## src/design/pht_ram.sv

```systemverilog
// generic single write port ram with one registered read port
module pht_ram #(
    parameter int WIDTH = 8,
    parameter int DEPTH = 16
) (
    input  logic                                  i_clk,
    input  logic                                  i_we,
    input  logic [(DEPTH > 1 ? $clog2(DEPTH) : 1)-1:0] i_waddr,
    input  logic [WIDTH-1:0]                      i_wdata,
    input  logic [(DEPTH > 1 ? $clog2(DEPTH) : 1)-1:0] i_raddr,
    output logic [WIDTH-1:0]                      o_rdata
);

    logic [WIDTH-1:0] mem [DEPTH];
    logic [WIDTH-1:0] r_rdata;

    always_ff @(posedge i_clk) begin
        if (i_we) begin
            mem[i_waddr] <= i_wdata;
        end
        r_rdata <= mem[i_raddr];
    end

    assign o_rdata = r_rdata;

endmodule

```

## config.mk

```make
export PLATFORM = sky130hd
export DESIGN_NAME = pht_ram
export DESIGN_NICKNAME = d
export VERILOG_FILES = /design/src/design/pht_ram.sv
export SDC_FILE = /design/constraint.sdc
export NUM_CORES = 1
export LEC_CHECK = 0
export BUFFER_PORTS_ARGS = -buffer_cell sky130_fd_sc_hd__buf_2
export CAP_MARGIN = 20
export CORE_MARGIN = 5
export CORE_UTILIZATION = 65
export DETAILED_ROUTE_END_ITERATION = 10
export GPL_TIMING_DRIVEN = 0
export PLACE_DENSITY = 0.83
export SETUP_SLACK_MARGIN = 0.4
export SLEW_MARGIN = 20
export SYNTH_ARGS = -nofsm -noshare
export SYNTH_HDL_FRONTEND = slang
export SYNTH_SLANG_ARGS = --single-unit
```

## constraint.sdc

```tcl
create_clock -name i_clk -period 6.67 [get_ports i_clk]
set_clock_uncertainty 0.15 [all_clocks]
set_input_delay 2.001 -clock i_clk [delete_from_list [all_inputs] [get_ports i_clk]]
set_output_delay 2.001 -clock i_clk [all_outputs]
set_load 0.02 [all_outputs]
```

==> results.json, run 1 <==
{
  "required_ns": 6.67,
  "syn_inst": 229,
  "drc": 0,
  "drv_slew": 0,
  "synth.avg_cell_area_um2": 22.5,
  "grt_pass1_wl_um": 16000,
  "cts-htree-levels": 4,
  "cts_resized": 0,
  "ioPinCount": 26,
  "synth_area_um2": 5150,
  "hp-class": "flip-flop to flip-flop",
  "finalPower_uw": 2040,
  "dieArea_um2": 9800,
  "track_usage": 0.236,
  "drive_gt1_frac": 0.304,
  "clk_latency_ns": 0.52,
  "cts_buffer_depth": 2,
  "final_hold_viol_count": 0,
  "port_buffers": 24,
  "place.detailed.hpwl_um": 6410,
  "gp_congestion": 0.724,
  "clkTransAtPathRegs_ns": 0.06,
  "vias": 2576,
  "crit_type": "primary input to flip-flop",
  "fillCellCount": 384,
  "start_util": 0.666,
  "cts_tree": "yes",
  "grt_pass1_vias": 2586,
  "postCtsSetupRepairBufs": 0,
  "relSlewSlack": 0.455,
  "synth_seq_cells": 136,
  "postCtsHoldBufs": 0,
  "place_area_um2": 5410,
  "antenna_found_initial": 0,
  "multi_input_area_um2": 1070,
  "wl_per_cell_um": 27.8,
  "grt_overflow": 0,
  "synth.distinct_cells": 19,
  "regArea_um2": 4000,
  "cts_made_buffers": 17,
  "synth-seq-area-share": 0.778,
  "max_freq_mhz": 303,
  "synth_common_cells": "edfxtp_1, mux4_2, a22oi_1",
  "drt.antenna.violating_nets": 0,
  "num_rows": 32,
  "peakVddDrop_uv": 249,
  "synth_top_area_cell": "edfxtp_1",
  "critPathLaunchType": "primary input",
  "synth_top_area_frac": 0.747,
  "synth_area_leaders": "edfxtp_1, mux4_2, mux4_1, dfxtp_1, a22oi_1",
  "post-route-period-util": 0.494,
  "synth.net_count": 247,
  "p_leak_uw": 0.00205,
  "worstMarginPinSlew_ns": 0.814,
  "endpoint_kind": "flip-flop",
  "tns_ns": 0,
  "critPathMaxFanout": 8,
  "antenna_cells": 0,
  "yosys_most_used_dff": "edfxtp_1",
  "syn2layout_area_growth_pct": 17.4,
  "hold_depth": 3,
  "synth.most_common_cell": "edfxtp_1",
  "die_x_um": 99.0,
  "nets": 291,
  "core_um2": 7730,
  "die_h_um": 99.0,
  "drt_pass1_iterations": 5,
  "cts_num_sinks": 136,
  "ys.warnings.count": 0,
  "grt_max_degree": 17,
  "post-route-cell-area_um2": 6040,
  "ys_async_sr_fraction": 0,
  "drv_cap": 0,
  "avgViaCountPerCell": 6.64,
  "rr_worst_depth": 3,
  "rsz0062_at_grt": "no",
  "drt_iter0_drc": 362,
  "wl_um": 10800,
  "finalSetupViolCount": 0,
  "cts_root_buf": "clkbuf_8",
  "cp.arrival_ns": 3.30,
  "synth_edf_count": 128,
  "holdWs_ns": 0.540,
  "fin_crit_ns": 3.30,
  "p_per_area_nw_per_um2": 338,
  "status": "finished, final reports clean"
}
==> state kept, by name, summed over array words and instances (netlist names) <==
name	count
mem	128
o_rdata	8
==> per-layer routing <==
metal | track usage | vias to the layer above | part of all wire
met4 | 0.0725 | 0 | 0.011
met1 | 0.333 | 1315 | 0.39
met5 | 0 | - | 0
met2 | 0.366 | 184 | 0.49
li1 | - | 1060 | -
met3 | 0.0665 | 17 | 0.11
==> critical path, stage by stage <==
cell and delay [ns]:
buf_2 0.11, or3b_2 0.55, nor2_1 0.63
==> cell families (layout without fill, tap and decap cells) <==
kind of cell | count (synthesis) | count (layout) | synth area share
compound gates | 16 | 16 | 0.0233
buf+inv | 10 | 67 | 0.0168
mux | 32 | 32 | 0.150
flops | 136 | 136 | 0.778
simple gates | 35 | 35 | 0.0318
==> cell usage in the layout (no fill, tap or decap), drive strengths merged, types with 2 or more instances in the layout <==
| cell type | netlist | final |
|---|---|---|
| a22oi | 16 | 16 |
| buf | 7 | 32 |
| bufinv | 0 | 4 |
| clkbuf | 0 | 22 |
| clkdlybuf4s25 | 3 | 3 |
| clkinv | 0 | 3 |
| clkinvlp | 0 | 2 |
| dfxtp | 8 | 8 |
| edfxtp | 128 | 128 |
| mux4 | 32 | 32 |
| nand2 | 9 | 9 |
| nand2b | 2 | 2 |
| nand3b | 2 | 2 |
| nor2 | 13 | 13 |
| nor3 | 4 | 4 |
==> path summary, 6_finish.rpt <==
check / from / endpoint / slack (ns)
max: i_waddr[2] / mem[3][1]$_DFFE_PP_ / 3.37
min: mem[10][3]$_DFFE_PP_ / o_rdata[3]$_DFF_P_ / 0.54
max reg2reg: mem[5][3]$_DFFE_PP_ / o_rdata[3]$_DFF_P_ / 5.05
min reg2reg: mem[10][3]$_DFFE_PP_ / o_rdata[3]$_DFF_P_ / 0.54
==> cell type report <==
cell class / count / share of cell area
Timing Repair Buffer: 25 / 0.0207
Clock buffer: 22 / 0.0766
Tap cell: 102 / 0.0211
Sequential cell: 136 / 0.662
Clock inverter: 10 / 0.0275
Buffer: 10 / 0.0143
Multi-Input combinational cell: 83 / 0.177
==> report_power, final <==
part	switching [uW]	internal [uW]	total, uW	leakage (uW)
registers	5.78	956	962	0.00122
logic	61.2	38.2	99.4	0.000524
clock network	345	639	984	0.000302
==> stage by stage <==
step	setup WS [ns]	std cells	utilization
3_5_place_dp	2.85	356	0.700
6_report	3.37	388	0.782
3_3_place_gp	2.51	355	0.698
5_1_grt	3.31	388	0.782
2_1_floorplan	3.03	229	-
4_1_cts	3.36	388	0.782
Power figures use the tool's default switching activity.
==> run 2: changes to the inputs <==
--- a/config.mk
+++ b/config.mk
@@ -5,13 +5,14 @@
 export SDC_FILE = /design/constraint.sdc
 export NUM_CORES = 1
 export LEC_CHECK = 0
+export ABC_AREA = 1
 export BUFFER_PORTS_ARGS = -buffer_cell sky130_fd_sc_hd__buf_2
 export CAP_MARGIN = 20
 export CORE_MARGIN = 5
-export CORE_UTILIZATION = 65
+export CORE_UTILIZATION = 61
 export DETAILED_ROUTE_END_ITERATION = 10
 export GPL_TIMING_DRIVEN = 0
-export PLACE_DENSITY = 0.83
+export PLACE_DENSITY = 0.78
 export SETUP_SLACK_MARGIN = 0.4
 export SLEW_MARGIN = 20
 export SYNTH_ARGS = -nofsm -noshare
==> constraint.sdc (replaced) <==
create_clock -name i_clk -period 3.3 [get_ports i_clk]
set_clock_uncertainty 0.15 [all_clocks]
set_input_delay 0.99 -clock i_clk [delete_from_list [all_inputs] [get_ports i_clk]]
set_output_delay 0.99 -clock i_clk [all_outputs]
set_load 0.02 [all_outputs]
==> run 2 against run 1 <==
  * Global-route usage increased by 2.3 points
  * Worst setup slack got worse by 2.2 ns
  * Clock-buffer cell count decreased by 5
  * Die area increased by 17%
  * Largest cell class unchanged
  * Largest power group is now registers
  * Power increased by 100%
  * Synthesized cell count increased by 140%
  * Critical path depth decreased by 2
  * Hold slack got worse by 0.0035 ns
  * Critical path type is now flip-flop to primary output
  * Area after synthesis increased by 12%
  * Utilization decreased by 6.3 points
  * Cell count increased by 89%
==> results.json, run 2 <==
{
  "status": "finished, final reports clean",
  "hp-class": "flip-flop to flip-flop",
  "syn2layout_area_growth_pct": 15.2,
  "fin_util": 0.719,
  "synth_xor_area_frac": 0,
  "hold_depth": 6,
  "r2r-start": "mem[10][1]$_DFFE_PP_",
  "cp_num_buf_inv": 1,
  "peakVddDrop_uv": 534,
  "cts_resized": 0,
  "drc": 0,
  "synth-seq-area-share": 0.694,
  "core_um2": 9240,
  "max_freq_mhz": 472,
  "die_x_um": 107,
  "crit_type": "flip-flop to primary output",
  "grt_max_degree": 17,
  "synth_area_um2": 5770,
  "critPathSlowestCell": "dfxtp_1",
  "synth_edf_count": 128,
  "drt_iter0_drc": 523,
  "synth.net_count": 569,
  "synth_seq_cells": 136,
  "relSlewSlack": 0.400,
  "tns_ns": 0,
  "place.detailed.hpwl_um": 8700,
  "wl_per_cell_um": 18.9,
  "drt_pass1_iterations": 7,
  "antenna_found_initial": 0,
  "synth_fa_ha_area_frac": 0,
  "syn_inst": 551,
  "ys.warnings.count": 0,
  "synth.distinct_cells": 12,
  "dieArea_um2": 11500,
  "ys_async_sr_fraction": 0,
  "grt_pass1_vias": 3843,
  "synth.avg_cell_area_um2": 10.5,
  "synth_top_family_by_area": "simple AND/OR/NAND/NOR gates",
  "setup_slack_ns": 1.18,
  "synth_common_cells": "nand2_1, edfxtp_1, inv_1",
  "drv_slew": 0,
  "critPathLaunchType": "flip-flop",
  "slowest_delay_ns": 0.30,
  "finalSetupViolCount": 0,
  "cts_root_buf": "clkbuf_8",
  "synth_top_area_cell": "edfxtp_1",
  "synth-simple-area-share": 0.210,
  "die_h_um": 107,
  "avgViaCountPerCell": 5.48,
  "synth.most_common_cell": "nand2_1",
  "cts_tree": "yes",
  "cts_buffer_depth": 2,
  "cp_cell_sequence": "buf_2",
  "synth_compound_gate_area_share": 0,
  "grt_overflow": 0,
  "yosys_most_used_dff": "edfxtp_1",
  "rr_worst_depth": 6,
  "drive_gt1_frac": 0.131,
  "holdCritStartpoint": "mem[12][5]$_DFFE_PP_",
  "nets": 610,
  "postCtsHoldBufs": 0,
  "clk_latency_ns": 0.53,
  "p_leak_uw": 0.00289,
  "fin_crit_ns": 2.12,
  "antenna_cells": 0,
  "required_ns": 2.16,
  "drv_cap": 0,
  "synth_area_leaders": "edfxtp_1, nand2_1, nand3_1, inv_1, dfxtp_1",
  "synth_top_area_frac": 0.667,
  "synthMuxAreaShare": 0,
  "cts_made_buffers": 17,
  "wl_um": 13900,
  "r2r_slack_ns": 2.12,
  "largest_register_ff_count": 128,
  "critPathTopFamily": "flip-flops",
  "num_rows": 35,
  "worstMarginPinSlew_ns": 0.897,
  "track_usage": 0.260,
  "grt_pass1_wl_um": 21600,
  "holdWs_ns": 0.536,
  "cts_num_sinks": 136,
  "clkTransAtPathRegs_ns": 0.06,
  "cp.arrival_ns": 0.98,
  "ioPinCount": 26,
  "largest_register": "mem",
  "endpoint_kind": "primary output",
  "final_common_cell": "nand2_1",
  "dp_worst_setup_slack_ns": 0.686,
  "timing.rr.end": "o_rdata[1]$_DFF_P_",
  "port_buffers": 22,
  "post-route-period-util": 0.642,
  "critPathMaxFanout": 1,
  "final_cell_mix": "nand2_1, edfxtp_1, inv_1, nand3_1, buf_2",
  "cp-startpoint": "o_rdata[1]$_DFF_P_",
  "cts-htree-levels": 4,
  "final_hold_viol_count": 0,
  "gp_congestion": 0.906,
  "whs_endpoint": "o_rdata[5]$_DFF_P_",
  "start_util": 0.624,
  "postCtsSetupRepairBufs": 0,
  "drt.antenna.violating_nets": 0,
  "p_per_area_nw_per_um2": 623,
  "vias": 4021,
  "rsz0062_at_grt": "no"
}
## run 2: cell count changes in the layout (fill, tap and decap cells not counted), moves of 4 or more
cell,before,now
mux4_1,14,0
nand3_1,1,97
nor2_1,13,17
mux4_2,18,0
inv_1,0,100
nand2_1,9,173
buf_2,28,35
a22oi_1,16,0
inv_6,1,6
## run 2: cell families after synthesis
kind of cell	count (synthesis)
buffers and inverters	126
and+or+nand+nor	289
DFF	136
## run 2: worst max-delay path by stage
| stage | end | slack (ns) | cells past startpoint |
|---|---|---|---|
| floorplan | mem[10][0]$_DFFE_PP_ | 1.21 | 2 |
| global placement | mem[7][1]$_DFFE_PP_ | 0.73 | 3 |
| detailed placement | mem[13][0]$_DFFE_PP_ | 0.69 | 4 |
| CTS | o_rdata[1] | 1.17 | 1 |
| global route | o_rdata[3] | 1.13 | 1 |
| finish | o_rdata[1] | 1.18 | 1 |
## run 2: area by class of cell
| cell class | count | area, um^2 |
|---|---|---|
| clock inverter | 15 | 189 |
| clock buffer | 17 | 414 |
| buffer | 24 | 166 |
| multi-input combinational | 289 | 1210 |
| tap | 129 | 161 |
| inverter | 102 | 383 |
| sequential | 136 | 4000 |
| timing repair buffer | 22 | 110 |
| fill | 637 | 2600 |
## run 2: per-layer routing
layer | share of wire | GRT usage
met1 | 0.40 | 0.364
met2 | 0.47 | 0.406
met3 | 0.095 | 0.0560
met4 | 0.027 | 0.0904
met5 | 0 | 0
## run 2: stage by stage
stage,instances,power (uW),instance area [um^2]
2_1_floorplan,551,2130,5770
3_3_place_gp,702,2220,6040
3_5_place_dp,702,2230,6040
4_1_cts,734,4130,6640
5_1_grt,734,4260,6640
6_report,734,4140,6640
## run 2: worst min-delay path, stage by stage (launching register included)
cell and delay, ns:
edfxtp_1 0.32, nand2_1 0.05, nand2_1 0.05, nand2_1 0.04
nand3_1 0.05, nand3_1 0.06, nand2_1 0.08
## run 2: where the power goes
part | internal (uW) | switching (uW) | total (uW)
logic | 74.4 | 191 | 265
clock network | 1170 | 764 | 1930
registers | 1930 | 9.69 | 1940
